## src/hw/rtl/dsfs_pkg.sv

```systemverilog
package dsfs_pkg;

    localparam int DEF_QUEUE_DEPTH = 32;
    localparam int DEF_SERVERS     = 2;

    localparam int ID_W   = 16;
    localparam int TICK_W = 16;
    localparam int JOB_W  = ID_W + TICK_W;

    localparam logic KIND_ENQ  = 1'b0;
    localparam logic KIND_TICK = 1'b1;

    typedef enum logic [1:0] {
        ST_IDLE = 2'd0,
        ST_PROC = 2'd1,
        ST_ENQ  = 2'd2,
        ST_DROP = 2'd3
    } t_status;

    typedef struct packed {
        logic              kind;
        logic              server;
        logic [ID_W-1:0]   client_id;
        logic [TICK_W-1:0] service_ticks;
    } t_in_word;

    typedef struct packed {
        logic            server_index;
        t_status         status;
        logic [ID_W-1:0] served_id;
        logic            last;
    } t_out_word;

    // queue bookkeeping request and flags for the selected server
    typedef struct packed {
        logic push;
        logic pop;
    } t_q_cmd;

    typedef struct packed {
        logic empty;
        logic full;
    } t_q_flags;

endpackage

```

## src/hw/rtl/dsfs_in_if.sv

```systemverilog
interface dsfs_in_if;
    import dsfs_pkg::*;

    logic     valid;
    logic     ready;
    t_in_word data;

    modport source (output valid, output data, input ready);
    modport sink   (input valid, input data, output ready);
endinterface

```

## src/hw/rtl/dsfs_out_if.sv

```systemverilog
interface dsfs_out_if;
    import dsfs_pkg::*;

    logic      valid;
    logic      ready;
    t_out_word data;

    modport source (output valid, output data, input ready);
    modport sink   (input valid, input data, output ready);
endinterface

```

## src/hw/rtl/dsfs_ram.sv

```systemverilog
module dsfs_ram #(
    parameter int WIDTH = 32,
    parameter int DEPTH = 64
) (
    input  logic                     i_clk,
    input  logic                     i_we,
    input  logic [$clog2(DEPTH)-1:0] i_waddr,
    input  logic [WIDTH-1:0]         i_wdata,
    input  logic                     i_re,
    input  logic [$clog2(DEPTH)-1:0] i_raddr,
    output logic [WIDTH-1:0]         o_rdata
);
    logic [WIDTH-1:0] r_mem [DEPTH];
    logic [WIDTH-1:0] r_rdata;

    always_ff @(posedge i_clk) begin
        if (i_we) begin
            r_mem[i_waddr] <= i_wdata;
        end
        if (i_re) begin
            r_rdata <= r_mem[i_raddr];
        end
    end

    assign o_rdata = r_rdata;
endmodule

```

## src/hw/rtl/dsfs_qctl.sv

```systemverilog
module dsfs_qctl #(
    parameter int QUEUE_DEPTH = dsfs_pkg::DEF_QUEUE_DEPTH,
    parameter int SERVERS     = dsfs_pkg::DEF_SERVERS,
    localparam int SW = (SERVERS > 1) ? $clog2(SERVERS) : 1,
    localparam int PW = $clog2(QUEUE_DEPTH)
) (
    input  logic              i_clk,
    input  logic              i_rst_n,
    input  logic [SW-1:0]     i_sel,
    input  dsfs_pkg::t_q_cmd  i_cmd,
    output logic [PW-1:0]     o_head,
    output logic [PW-1:0]     o_tail,
    output dsfs_pkg::t_q_flags o_flags
);
    import dsfs_pkg::*;

    localparam int OW = $clog2(QUEUE_DEPTH + 1);
    localparam int NQ = 1 << SW;

    logic [PW-1:0] r_head [NQ];
    logic [PW-1:0] r_tail [NQ];
    logic [OW-1:0] r_occ  [NQ];

    logic [OW-1:0] occ_sel;

    function automatic logic [PW-1:0] advance(input logic [PW-1:0] p);
        return (p == PW'(QUEUE_DEPTH - 1)) ? '0 : p + 1'b1;
    endfunction

    assign occ_sel       = r_occ[i_sel];
    assign o_head        = r_head[i_sel];
    assign o_tail        = r_tail[i_sel];
    assign o_flags.empty = (occ_sel == '0);
    assign o_flags.full  = (occ_sel == OW'(QUEUE_DEPTH));

    always_ff @(posedge i_clk) begin
        if (!i_rst_n) begin
            for (int q = 0; q < NQ; q++) begin
                r_head[q] <= '0;
                r_tail[q] <= '0;
                r_occ[q]  <= '0;
            end
        end else begin
            if (i_cmd.push) begin
                r_tail[i_sel] <= advance(r_tail[i_sel]);
                r_occ[i_sel]  <= occ_sel + 1'b1;
            end
            if (i_cmd.pop) begin
                r_head[i_sel] <= advance(r_head[i_sel]);
                r_occ[i_sel]  <= occ_sel - 1'b1;
            end
        end
    end

`ifndef NO_ASSERTIONS
    a_no_push_full: assert property (@(posedge i_clk) disable iff (!i_rst_n)
        i_cmd.push |-> !o_flags.full)
        else $error("push into a full queue");
    a_no_pop_empty: assert property (@(posedge i_clk) disable iff (!i_rst_n)
        i_cmd.pop |-> !o_flags.empty)
        else $error("pop from an empty queue");
    a_push_moves_tail: assert property (@(posedge i_clk) disable iff (!i_rst_n)
        (i_cmd.push && !i_cmd.pop) |=> (r_tail[$past(i_sel)] != $past(o_tail)))
        else $error("tail did not advance on push");
`endif
endmodule

```

## src/hw/rtl/dual_server_fifo_service_core.sv

```systemverilog
// Dual server job queue core.
// Input channel i_in_ch carries one word per request: kind selects enqueue or
// tick, server picks the queue for an enqueue, client_id and service_ticks
// describe the job (zero ticks counts as one). Output channel o_out_ch
// returns result words: one per enqueue (enqueued or dropped), and one per
// server on a tick, server 0 first, with last set on the final word.
// An enqueue result passes through the S_ENQ state into the output register;
// a tick visits the servers in turn, server 0 first, each in an S_RD state
// that reads its head job from the single job memory and an S_WR state that
// writes any job back and loads its result word into the output register.
// A new request is taken only when the previous one is finished, while its
// last result may still wait in the output register.
// Reset (synchronous, active low) empties all queues at once; the job memory
// itself is not cleared and needs no clearing pass.
// When the receiver stalls, the output register holds its word and the
// sequencer waits before producing the next result.
module dual_server_fifo_service_core #(
    parameter int QUEUE_DEPTH = dsfs_pkg::DEF_QUEUE_DEPTH,
    parameter int SERVERS     = dsfs_pkg::DEF_SERVERS
) (
    input  logic              i_clk,
    input  logic              i_rst_n,
    dsfs_in_if.sink           i_in_ch,
    dsfs_out_if.source        o_out_ch
);
    import dsfs_pkg::*;

    localparam int SW    = (SERVERS > 1) ? $clog2(SERVERS) : 1;
    localparam int PW    = $clog2(QUEUE_DEPTH);
    localparam int DEPTH = SERVERS << PW;
    localparam int AW    = $clog2(DEPTH);

    typedef enum logic [1:0] {S_IDLE, S_ENQ, S_RD, S_WR} t_state;

    t_state            r_state, n_state;
    logic [SW-1:0]     r_k, n_k;
    logic              r_srv;
    logic [ID_W-1:0]   r_id;
    logic [TICK_W-1:0] r_ticks;
    logic              r_kind;
    logic              r_out_valid, n_out_valid;
    t_out_word         r_out, n_out;

    logic              accept;
    logic              slot_free;
    logic              load;
    logic [SW-1:0]     sel;
    t_q_cmd            q_cmd;
    t_q_flags          q_flags;
    logic [PW-1:0]     q_head, q_tail;

    logic              mem_we, mem_re;
    logic [AW-1:0]     mem_waddr, mem_raddr;
    logic [JOB_W-1:0]  mem_wdata, mem_rdata;
    logic [ID_W-1:0]   job_id;
    logic [TICK_W-1:0] job_rem, rem_dec;
    logic              srv_bad, drop, k_last;

    function automatic logic [AW-1:0] mk_addr(input logic [SW-1:0] s,
                                              input logic [PW-1:0] p);
        logic [SW+PW-1:0] full_addr;
        full_addr = {s, p};
        return full_addr[AW-1:0];
    endfunction

    dsfs_qctl #(.QUEUE_DEPTH(QUEUE_DEPTH), .SERVERS(SERVERS)) u_qctl (
        .i_clk   (i_clk),
        .i_rst_n (i_rst_n),
        .i_sel   (sel),
        .i_cmd   (q_cmd),
        .o_head  (q_head),
        .o_tail  (q_tail),
        .o_flags (q_flags)
    );

    dsfs_ram #(.WIDTH(JOB_W), .DEPTH(DEPTH)) u_jobs (
        .i_clk   (i_clk),
        .i_we    (mem_we),
        .i_waddr (mem_waddr),
        .i_wdata (mem_wdata),
        .i_re    (mem_re),
        .i_raddr (mem_raddr),
        .o_rdata (mem_rdata)
    );

    assign i_in_ch.ready  = (r_state == S_IDLE);
    assign accept         = i_in_ch.valid && i_in_ch.ready;
    assign o_out_ch.valid = r_out_valid;
    assign o_out_ch.data  = r_out;
    assign slot_free      = !r_out_valid || o_out_ch.ready;

    assign sel       = (r_state == S_ENQ) ? SW'(r_srv) : r_k;
    assign mem_re    = (r_state == S_RD);
    assign mem_raddr = mk_addr(r_k, q_head);
    assign job_id    = mem_rdata[JOB_W-1:TICK_W];
    assign job_rem   = mem_rdata[TICK_W-1:0];
    assign rem_dec   = (job_rem == '0) ? '0 : job_rem - 1'b1;
    assign srv_bad   = (SERVERS == 1) && r_srv;
    assign drop      = srv_bad || q_flags.full;
    assign k_last    = (r_k == SW'(SERVERS - 1));

    always_comb begin
        n_state     = r_state;
        n_k         = r_k;
        n_out       = r_out;
        n_out_valid = r_out_valid && !o_out_ch.ready;
        load        = 1'b0;
        q_cmd       = '0;
        mem_we      = 1'b0;
        mem_waddr   = mk_addr(sel, q_tail);
        mem_wdata   = {r_id, (r_ticks == '0) ? TICK_W'(1) : r_ticks};
        unique case (r_state)
            S_IDLE: begin
                if (accept) begin
                    n_k     = '0;
                    n_state = (i_in_ch.data.kind == KIND_ENQ) ? S_ENQ : S_RD;
                end
            end
            S_ENQ: begin
                if (slot_free) begin
                    load               = 1'b1;
                    n_out.server_index = r_srv;
                    n_out.status       = drop ? ST_DROP : ST_ENQ;
                    n_out.served_id    = r_id;
                    n_out.last         = 1'b1;
                    mem_we             = !drop;
                    q_cmd.push         = !drop;
                    n_state            = S_IDLE;
                end
            end
            S_RD: begin
                n_state = S_WR;
            end
            S_WR: begin
                if (slot_free) begin
                    load               = 1'b1;
                    n_out.server_index = r_k[0];
                    n_out.last         = k_last;
                    if (q_flags.empty) begin
                        n_out.status    = ST_IDLE;
                        n_out.served_id = '0;
                    end else begin
                        n_out.status    = ST_PROC;
                        n_out.served_id = job_id;
                        mem_we          = 1'b1;
                        mem_waddr       = mk_addr(r_k, q_head);
                        mem_wdata       = {job_id, rem_dec};
                        q_cmd.pop       = (rem_dec == '0);
                    end
                    if (k_last) begin
                        n_state = S_IDLE;
                    end else begin
                        n_k     = r_k + 1'b1;
                        n_state = S_RD;
                    end
                end
            end
            default: n_state = S_IDLE;
        endcase
        if (load) begin
            n_out_valid = 1'b1;
        end
    end

    always_ff @(posedge i_clk) begin
        if (!i_rst_n) begin
            r_state     <= S_IDLE;
            r_k         <= '0;
            r_out_valid <= 1'b0;
        end else begin
            r_state     <= n_state;
            r_k         <= n_k;
            r_out_valid <= n_out_valid;
        end
        r_out <= n_out;
        if (accept) begin
            r_kind  <= i_in_ch.data.kind;
            r_srv   <= i_in_ch.data.server;
            r_id    <= i_in_ch.data.client_id;
            r_ticks <= i_in_ch.data.service_ticks;
        end
    end

`ifndef NO_ASSERTIONS
    a_mem_port_excl: assert property (@(posedge i_clk) disable iff (!i_rst_n)
        !(mem_we && mem_re))
        else $error("job memory read and write in the same cycle");
    a_last_ends_item: assert property (@(posedge i_clk) disable iff (!i_rst_n)
        (load && n_out.last) |=> (r_state == S_IDLE))
        else $error("last word loaded but item still running");
    a_kind_path: assert property (@(posedge i_clk) disable iff (!i_rst_n)
        (r_state == S_ENQ) |-> (r_kind == KIND_ENQ))
        else $error("enqueue path taken for a tick");
    a_no_early_result: assert property (@(posedge i_clk) disable iff (!i_rst_n)
        (accept && i_in_ch.data.kind == KIND_TICK) |=> !load)
        else $error("tick result loaded in the cycle after accept");
`endif
endmodule

```

## src/flat_wrapper.sv

```systemverilog
// flat-port wrapper written by rule: the top's interface ports become plain ports
module dual_server_fifo_service_core_flat import dsfs_pkg::*;
#(
    parameter int QUEUE_DEPTH = dsfs_pkg::DEF_QUEUE_DEPTH,
    parameter int SERVERS     = dsfs_pkg::DEF_SERVERS
)
  (i_clk, i_rst_n, i_in_ch_valid, i_in_ch_data, i_in_ch_ready, o_out_ch_valid, o_out_ch_data, o_out_ch_ready);
  dsfs_in_if i_in_ch_i ();
  dsfs_out_if o_out_ch_i ();
  input  logic i_clk;
  input  logic i_rst_n;
  input wire logic [$bits(i_in_ch_i.valid)-1:0] i_in_ch_valid;
  input wire logic [$bits(i_in_ch_i.data)-1:0] i_in_ch_data;
  output wire logic [$bits(i_in_ch_i.ready)-1:0] i_in_ch_ready;
  output wire logic [$bits(o_out_ch_i.valid)-1:0] o_out_ch_valid;
  output wire logic [$bits(o_out_ch_i.data)-1:0] o_out_ch_data;
  input wire logic [$bits(o_out_ch_i.ready)-1:0] o_out_ch_ready;
  assign i_in_ch_i.valid = i_in_ch_valid;
  assign i_in_ch_i.data = i_in_ch_data;
  assign i_in_ch_ready = i_in_ch_i.ready;
  assign o_out_ch_valid = o_out_ch_i.valid;
  assign o_out_ch_data = o_out_ch_i.data;
  assign o_out_ch_i.ready = o_out_ch_ready;
  dual_server_fifo_service_core #(.QUEUE_DEPTH(QUEUE_DEPTH), .SERVERS(SERVERS)) u_core (.i_clk(i_clk), .i_rst_n(i_rst_n), .i_in_ch(i_in_ch_i), .o_out_ch(o_out_ch_i));
endmodule
```

## config.mk

```make
export PLATFORM = sky130hd
export DESIGN_NAME = dual_server_fifo_service_core_flat
export DESIGN_NICKNAME = d
export VERILOG_FILES = /design/src/hw/rtl/dsfs_pkg.sv /design/src/hw/rtl/dsfs_in_if.sv /design/src/hw/rtl/dsfs_out_if.sv /design/src/hw/rtl/dsfs_ram.sv /design/src/hw/rtl/dsfs_qctl.sv /design/src/hw/rtl/dual_server_fifo_service_core.sv /design/src/flat_wrapper.sv
export SDC_FILE = /design/constraint.sdc
export NUM_CORES = 2
export LEC_CHECK = 0
export BUFFER_PORTS_ARGS = -buffer_cell sky130_fd_sc_hd__buf_2
export CAP_MARGIN = 40
export CORE_MARGIN = 4
export CORE_UTILIZATION = 25
export CTS_CLUSTER_DIAMETER = 120
export CTS_CLUSTER_SIZE = 40
export DETAILED_ROUTE_END_ITERATION = 10
export GPL_ROUTABILITY_DRIVEN = 0
export GPL_TIMING_DRIVEN = 0
export MAX_ROUTING_LAYER = met4
export SLEW_MARGIN = 5
export SYNTH_ARGS = -nofsm -noshare
export SYNTH_HDL_FRONTEND = slang
export SYNTH_SLANG_ARGS = --single-unit
```

## constraint.sdc

```tcl
create_clock -name i_clk -period 5 [get_ports i_clk]
set_input_delay 0.75 -clock i_clk [delete_from_list [all_inputs] [get_ports i_clk]]
set_output_delay 0.75 -clock i_clk [all_outputs]
set_load 0.02 [all_outputs]
```

Word level (Yosys, flattened, before mapping)
Memory sizes are Yosys's and may differ from the RTL's. A register that Yosys moved wholly into a read port is not among the register bits.
Cells that the tools add are included.
- output and inout port bits: 22
- register bits after elaboration: 57
- logic and storage cells: 106
- bits in latches: 0
- input port bits: 38
- memory bits (writable): 2080
- memories kept: 4
- memory bits (read-only): 0
- memory list (name ; depth ; width ; rd ports ; clocked after memory_dff ; write ports ; RTL line ; text):
    u_core.u_jobs.r_mem ; 64 ; 32 ; 1 ; 1 ; 1 ; dsfs_ram.sv:13 ; logic [WIDTH-1:0] r_mem [DEPTH];
    u_core.u_qctl.r_occ ; 2 ; 6 ; 1 ; 0 ; 2 ; dsfs_qctl.sv:22 ; logic [OW-1:0] r_occ [NQ];
    u_core.u_qctl.r_head ; 2 ; 5 ; 1 ; 0 ; 2 ; dsfs_qctl.sv:20 ; logic [PW-1:0] r_head [NQ];
    u_core.u_qctl.r_tail ; 2 ; 5 ; 1 ; 0 ; 2 ; dsfs_qctl.sv:21 ; logic [PW-1:0] r_tail [NQ];
- muxes and demuxes: 56
- shifts and indexed selects: 0
- magnitude comparators: 0
- bitwise logic cells: 1
- add/sub/neg operators: 6
- multiply operators: 0
- reductions and logical operators: 20
- eq/ne operators: 9
- divide/modulo/power cells: 0
- operators with widths (cell ; count):
    32-bit two-way mux ; 3
    16-bit zero test ; 3
    20-bit two-way mux ; 2
    20-bit case mux with 2 select lines ; 1
    16-bit two-way mux ; 2
    1-bit two-way mux ; 30
    6-bit two-way mux ; 5
    5-bit two-way mux ; 4
    17-bit two-way mux ; 1
    16-bit by 1-bit subtractor with 16-bit output, second input constant ; 1
    5-bit by 1-bit adder with 5-bit output, second input constant ; 2
    5-bit == test, second input constant ; 2
    2-bit two-way mux ; 5
    5-bit OR reduction ; 2
    3-bit AND reduction ; 3
    2-bit case mux with 4 select lines ; 1
    6-bit by 1-bit adder with 6-bit output, second input constant ; 1
    6-bit == test, second input constant ; 1
    6-bit zero test ; 1
    6-bit OR reduction ; 1
    6-bit by 1-bit subtractor with 6-bit output, second input constant ; 1
    2-bit == test, second input constant ; 2
    2-bit by 1-bit inequality test with 1-bit output, second input constant ; 2
    1-bit case mux with 2 select lines ; 2
    other kinds (10) ; 14

Logic depth before layout (Yosys ltp)
An unclocked memory read counts as a cell.
- depth in word-level cells: 13
- mapped depth: 16
- gate-level depth less buffers: 13

Modules after synthesis
Synthesis repeated with hierarchy kept, for this count alone.
- cell total of the unflattened synthesis: 3802
- area, all modules: 83761.6 µm²
- modules (own cells, without submodules) (module ; sequential area each (µm²) ; cells an instance ; area each (µm²) ; times used):
    dsfs_ram ; 62459.9 ; 3324 ; 78835.6 ; 1
    dual_server_fifo_service_core ; 1671.6 ; 317 ; 3040.4 ; 1
    dsfs_qctl ; 960.9 ; 161 ; 1885.6 ; 1

Worst setup path before layout
Ideal clock, no wire load.
- path type: register to register
- start: register u_core.r_k (netlist: u_core.k_last)
- end: memory u_core.u_jobs.r_mem[0][15] (data pin)
- setup time: 0.721 ns
- required time: 4.279 ns
- period minus slack after synthesis: 5.383 ns
- setup slack: -0.383 ns
- cell stages (with the launch flop): 11
- arrival time: 4.662 ns
- buffers on the path: 5
- cells stage by stage: dfxtp_1 > buf_4 > inv_1 > buf_2 > o21a_1 > mux2i_2 > o21ai_1 > buf_4 > buf_2 > buf_1 > o31ai_1
- longest elaborated chain between the ends: 6
- ends and longest elaborated chain (item ; RTL line ; text):
    from (decl) ; dual_server_fifo_service_core.sv:36 ; logic [SW-1:0] r_k, n_k;
    from (signal assigned) ; dual_server_fifo_service_core.sv:172 ; r_k <= n_k;
    1-bit two-way mux ; dual_server_fifo_service_core.sv:92 ; assign sel = (r_state == S_ENQ) ? SW'(r_srv) : r_k;
    memory 2 x 6 bit ; - ;
    6-bit zero test ; dsfs_qctl.sv:33 ; assign o_flags.empty = (occ_sel == '0);
    32-bit two-way mux ; dual_server_fifo_service_core.sv:139 ; if (q_flags.empty) begin
    32-bit two-way mux ; dual_server_fifo_service_core.sv:135 ; if (slot_free) begin
    32-bit two-way mux ; dual_server_fifo_service_core.sv:112 ; unique case (r_state)
    net u_core.mem_wdata[15] ; dual_server_fifo_service_core.sv:54 ; logic [JOB_W-1:0] mem_wdata, mem_rdata;
    to (decl) ; dsfs_ram.sv:13 ;
The timed path passes the listed nets, and every way through them passes these cells.

Final worst setup path
- start: register u_core.r_k (netlist: u_core.k_last)
- end: memory u_core.u_jobs.r_mem[1][13], enable pin
- longest elaborated chain between the ends: 8
- elaborated cells between the ends (all ways): 16
- those cells by class: eq/ne (1); mux (10); reduce/logical (2); memory (3)
- ends and longest elaborated chain (item ; RTL line ; text):
    1-bit two-way mux ; dual_server_fifo_service_core.sv:92 ;
    memory 2 x 6 bit ; - ;
    6-bit zero test or 6-bit == test (tied branches) ; dsfs_qctl.sv:33, dsfs_qctl.sv:34 ;
    1-bit two-way mux or 1-bit zero test (tied branches) ; dual_server_fifo_service_core.sv:139, dual_server_fifo_service_core.sv:126 ;
    1-bit two-way mux (on tied branches) ; dual_server_fifo_service_core.sv:135, dual_server_fifo_service_core.sv:120 ;
    1-bit case mux with 2 select lines ; dual_server_fifo_service_core.sv:112 ;
    1-bit two-way mux ; dsfs_ram.sv:17 ; if (i_we) begin
    1-bit two-way mux (not written as such) ; dsfs_ram.sv:18 ; r_mem[i_waddr] <= i_wdata;
Parallel ways exist; a longest one is shown, timed or not.

==> summary.txt <==
Timing
  – Period utilisation layout: 101%
  – Crit path setup slack, layout: -47.1 ps
  – Setup violation total in the final timing report: 37
  – FMAX: 198 MHz
  – Hold violation count in the final report: 0
  – Setup repair after global routing missed its margin: false
  – Slew of the pin with the lowest slew margin: 1010 ps
  – Fin Clk Skew: 60.2 ps
  – Slew HR: 31.9%
  – Final critical-path required period: 5050 ps
  – Final Max Slew Viols: 0

Placement
  – Post-Place Setup Slack: -72.8 ps
  – Port bufs: 58
  – HPWL after detailed placement: 166000 um

Drt
  – Avg Vias per Cell: 4.84
  – Number of vias in the routed layout: 46495
  – Average detailed-routed wire length per instance: 24.3 um
  – DRC viols: 0
  – Total routed wirelength: 233000 um
  – Antenna Nets Post-Route: 0
  – Total iterations of the first detailed-routing run: 8
  – Number of DRC markers after the initial detailed-route iteration: 6200

Critical path
  – Reg2reg start: u_core.k_last
  – Category of the critical setup timing path: reg -> reg
  – Last element of the critical path: u_core.u_jobs.r_mem[1][13]
  – Data arrival time of the critical path: 5550 ps
  – Reg2Reg Depth: 12
  – Origin of the worst setup path: u_core.k_last
  – Count of buffer and inverter cells on the critical path: 6
  – Gate family responsible for the most delay along the worst path: buffers and inverters
  – Data required time of the worst path: 5500 ps
  – Number of cells on the critical path: 12
  – Register-to-Register Setup Slack: -50 ps
  – Maximum fanout along the worst path: 17
  – Worst path slowest cell: sky130_fd_sc_hd__nor2_4
  – Capturing point of the worst reg2reg path: u_core.u_jobs.r_mem[1][13]
  – Cells along the critical path: buf_4 > inv_1 > buf_2 > o21a_1 > mux2i_2 > o21ai_1 > buf_4 > mux2i_2 > nand3_1 > buf_8 > nor2_4 > buf_16
  – Critical path's largest stage delay: 600 ps
  – Crit path capture type: flip-flop
  – Crit start category: flip-flop

Power
  – Static leakage: 29.2 nW
  – Switching share of power: 23.6%
  – Share of power burned in combinational logic: 9.8%
  – Share of total power in sequential cells: 65.7%
  – Largest vdd supply drop: 0.364 mV
  – Clk pwr share: 24.5%
  – Net Switching: 0.00735 W
  – Internal: 0.0237 W
  – Areal power density over the cells: 323 nW/um2

Logic synthesis
  – Number of flops mapped to enable cells by yosys: 2165
  – Post-synthesis sequential area ratio: 77.5%
  – Share of synthesized flip-flops with an asynchronous set or reset: 0%
  – Avg Inst Size Synth: 17.4 um2
  – Total number of yosys warnings: 0
  – Synthesized-area fraction occupied by xor and xnor cells: 0.177%
  – Adder-Cell Fraction of Synth Area: 0.0894%
  – Post-synth net total: 4881
  – Post-synthesis simple-gate area fraction: 6.28%
  – Number of instances in the synthesized netlist: 4837
  – Count of distinct cell types in the synthesized netlist: 70
  – #FFs+latches synth: 2169
  – Compound-gate portion of the synthesized area: 5.12%
  – Synthesized cell area: 84000 um2
  – Leading register cell type out of synthesis: sky130_fd_sc_hd__edfxtp_1
  – Fraction of synthesized area in multiplexers: 9.16%
  – Dominant combinational cell family by area after synthesis: multiplexers

Cells and area
  – Area of all sequential standard cells: 65100 um2
  – Fill cell count: 32600
  – Layout net count: 5249
  – Multi-input combinational cell area: 18400 um2
  – Commonest non-fill, non-tap cell in the layout: sky130_fd_sc_hd__edfxtp_1
  – Utilization after layout: 28.8%
  – Layout cell share with drive strength beyond 1: 17.1%
  – Synthesis-to-finish area growth: 14.6%
  – Most used cells in the layout excluding fill and tap cells: sky130_fd_sc_hd__edfxtp_1 (2165), sky130_fd_sc_hd__nand2_1 (773), sky130_fd_sc_hd__a21oi_1 (360)

Outcome
  – Status: finished, violations left
  – Failing checks: setup timing

GRT
  – Global-route wire length before repair: 331000 um
  – Number of global-route vias before repair: 45178
  – Antenna violations before repair: 9
  – Maximum number of pins on one net before global-route repair: 65
  – Overall global routing resource usage: 13.4%
  – Sum of overflow across all layers after global routing: 0

Die
  – Die Y-Extent: 588 um
  – Initial Utilization: 25.1%
  – Rows: 212
  – Die area: 345000 um2
  – Area of the core: 334000 um2
  – DIE WIDTH: 588 um
  – Boundary Pins: 60

Clock tree
  – Longest Clk Path Bufs: 3
  – Quantity of hold-fixing buffers added after cts: 0
  – Clock insertion delay at the later pin of the skew report: 800 ps
  – CTS H-tree depth: 2
  – Library cell used as clock root buffer: sky130_fd_sc_hd__clkbuf_16
  – Clock net sink count: 2169
  – Clock transition at the registers of the reported paths: 150 ps
  – TritonCTS clock tree: done
  – Inserted Clock Buffers: 61

Run
  – # Max-Cap Violations: 0

Hold path
  – Class of the tightest hold or removal check: in -> reg
cell usage after synthesis, types with 5 or more instances:
| cell | count | area share, % |
|---|---|---|
| sky130_fd_sc_hd__edfxtp_1 | 2165 | 77 |
| sky130_fd_sc_hd__nand2_1 | 789 | 3.5 |
| sky130_fd_sc_hd__a21oi_1 | 360 | 2.1 |
| sky130_fd_sc_hd__mux4_2 | 256 | 6.9 |
| sky130_fd_sc_hd__mux2i_1 | 176 | 2.1 |
| sky130_fd_sc_hd__nor4_1 | 147 | 1.1 |
| sky130_fd_sc_hd__clkbuf_1 | 140 | 0.63 |
| sky130_fd_sc_hd__a22oi_1 | 128 | 1.1 |
| sky130_fd_sc_hd__o21ai_0 | 101 | 0.60 |
| sky130_fd_sc_hd__nor2_1 | 97 | 0.43 |
| sky130_fd_sc_hd__buf_2 | 75 | 0.45 |
| sky130_fd_sc_hd__and4_1 | 32 | 0.33 |
| sky130_fd_sc_hd__o22ai_1 | 32 | 0.24 |
| sky130_fd_sc_hd__o41ai_1 | 32 | 0.33 |
| sky130_fd_sc_hd__nor3_1 | 30 | 0.18 |
| sky130_fd_sc_hd__buf_4 | 28 | 0.25 |
| sky130_fd_sc_hd__buf_1 | 25 | 0.11 |
| sky130_fd_sc_hd__nand3_1 | 23 | 0.14 |
| sky130_fd_sc_hd__a22o_1 | 16 | 0.17 |
| sky130_fd_sc_hd__o31ai_1 | 13 | 0.12 |
| sky130_fd_sc_hd__a211oi_1 | 12 | 0.11 |
| sky130_fd_sc_hd__inv_1 | 12 | 0.054 |
| sky130_fd_sc_hd__buf_6 | 11 | 0.15 |
| sky130_fd_sc_hd__or3_1 | 11 | 0.082 |
| sky130_fd_sc_hd__xnor2_1 | 11 | 0.11 |
| sky130_fd_sc_hd__nand2b_1 | 10 | 0.075 |
| sky130_fd_sc_hd__and3_1 | 7 | 0.052 |
| sky130_fd_sc_hd__mux2_2 | 7 | 0.094 |
| sky130_fd_sc_hd__and2_1 | 6 | 0.045 |
| sky130_fd_sc_hd__ha_1 | 6 | 0.089 |
| sky130_fd_sc_hd__nor2b_1 | 6 | 0.045 |
| sky130_fd_sc_hd__xor2_1 | 6 | 0.063 |
| sky130_fd_sc_hd__nand4_1 | 5 | 0.037 |
kinds of logic (layout without fill, tap and decap cells):
kind of cell | after synthesis | after routing
AO/OA/AOI/OAI | 722 | 722
flip-flops | 2169 | 2169
buffers and inverters | 293 | 680
XOR/XNOR | 17 | 17
other | 0 | 3
multiplexers | 444 | 444
AND/OR/NAND/NOR | 1186 | 1186
adder cells (fa/ha/maj) | 6 | 6
how the worst min path moves through the flow:
stage                              start                  endpoint  slack (ps)  depth (start not counted)
3_5_place_dp   u_core.u_jobs.o_rdata[28]  u_core.o_out_ch.data[13]         560                          1
4_1_cts                 i_in_ch_data[17]            u_core.r_id[1]          70                          1
2_1_floorplan               u_core.r_srv  u_core.o_out_ch.data[19]         520                          2
3_3_place_gp   u_core.u_jobs.o_rdata[19]   u_core.o_out_ch.data[4]         560                          1
5_1_grt                 i_in_ch_data[28]           u_core.r_id[12]          90                          1
6_report                i_in_ch_data[17]            u_core.r_id[1]         120                          1
stage by stage:
| step | power (W) | setup TNS, ps | cell area [um2] | instances | hold WS (ps) |
|---|---|---|---|---|---|
| floorplan | 0.0223 | -266730 | 84000 | 4837 | 522 |
| global placement | 0.0235 | -9287480 | 89700 | 9282 | 556 |
| detailed placement | 0.0238 | -1940 | 94100 | 9502 | 561 |
| CTS | 0.0311 | 0 | 96000 | 9592 | 73.9 |
| global route | 0.0319 | 0 | 96200 | 9613 | 92.0 |
| finish | 0.0311 | -1200 | 96200 | 9614 | 124 |
power groups by stage:
stage | clock network [W] | logic, W | registers, W
global route | 0.00832 | 0.00318 | 0.0204
CTS | 0.00770 | 0.00298 | 0.0204
detailed placement | 0 | 0.00298 | 0.0208
floorplan | 0 | 0.00142 | 0.0209
finish | 0.00761 | 0.00304 | 0.0204
global placement | 0 | 0.00257 | 0.0210
layer usage:
layer | up-vias | routed length [um] | global-route usage, %
met5 | - | 0 | -
met2 | 2305 | 110000 | 20.9
met3 | 375 | 22200 | 2.81
met4 | 0 | 10400 | 5.02
met1 | 24130 | 91300 | 17.1
li1 | 19685 | - | -
flip-flops by register name, summed over array words and instances (netlist names):
signal / cells
u_core.k_last: 1
u_core.o_out_ch.data: 20
u_core.o_out_ch.valid: 1
u_core.r_id: 16
u_core.r_srv: 1
u_core.r_state: 2
u_core.r_ticks: 16
u_core.u_jobs.o_rdata: 32
u_core.u_jobs.r_mem: 2048
u_core.u_qctl.r_head: 10
u_core.u_qctl.r_occ: 12
u_core.u_qctl.r_tail: 10
final cells by class:
class / instances / area share, %
Buffer: 279 / 1.38
Multi-Input combinational cell: 2375 / 19.1
Clock buffer: 75 / 1.68
Antenna cell: 3 / 0.00780
Sequential cell: 2169 / 67.6
Tap cell: 4387 / 5.70
Timing Repair Buffer: 305 / 4.26
Inverter: 14 / 0.0572
Clock inverter: 7 / 0.140
repair_timing:
item	4_1_cts	5_1_grt
gates resized for setup	3	2
setup endpoints to repair	83	425
pin swaps	3	7
setup buffers	8	12
cloned	0	0
Note: power is estimated with default switching activity, not from simulation.
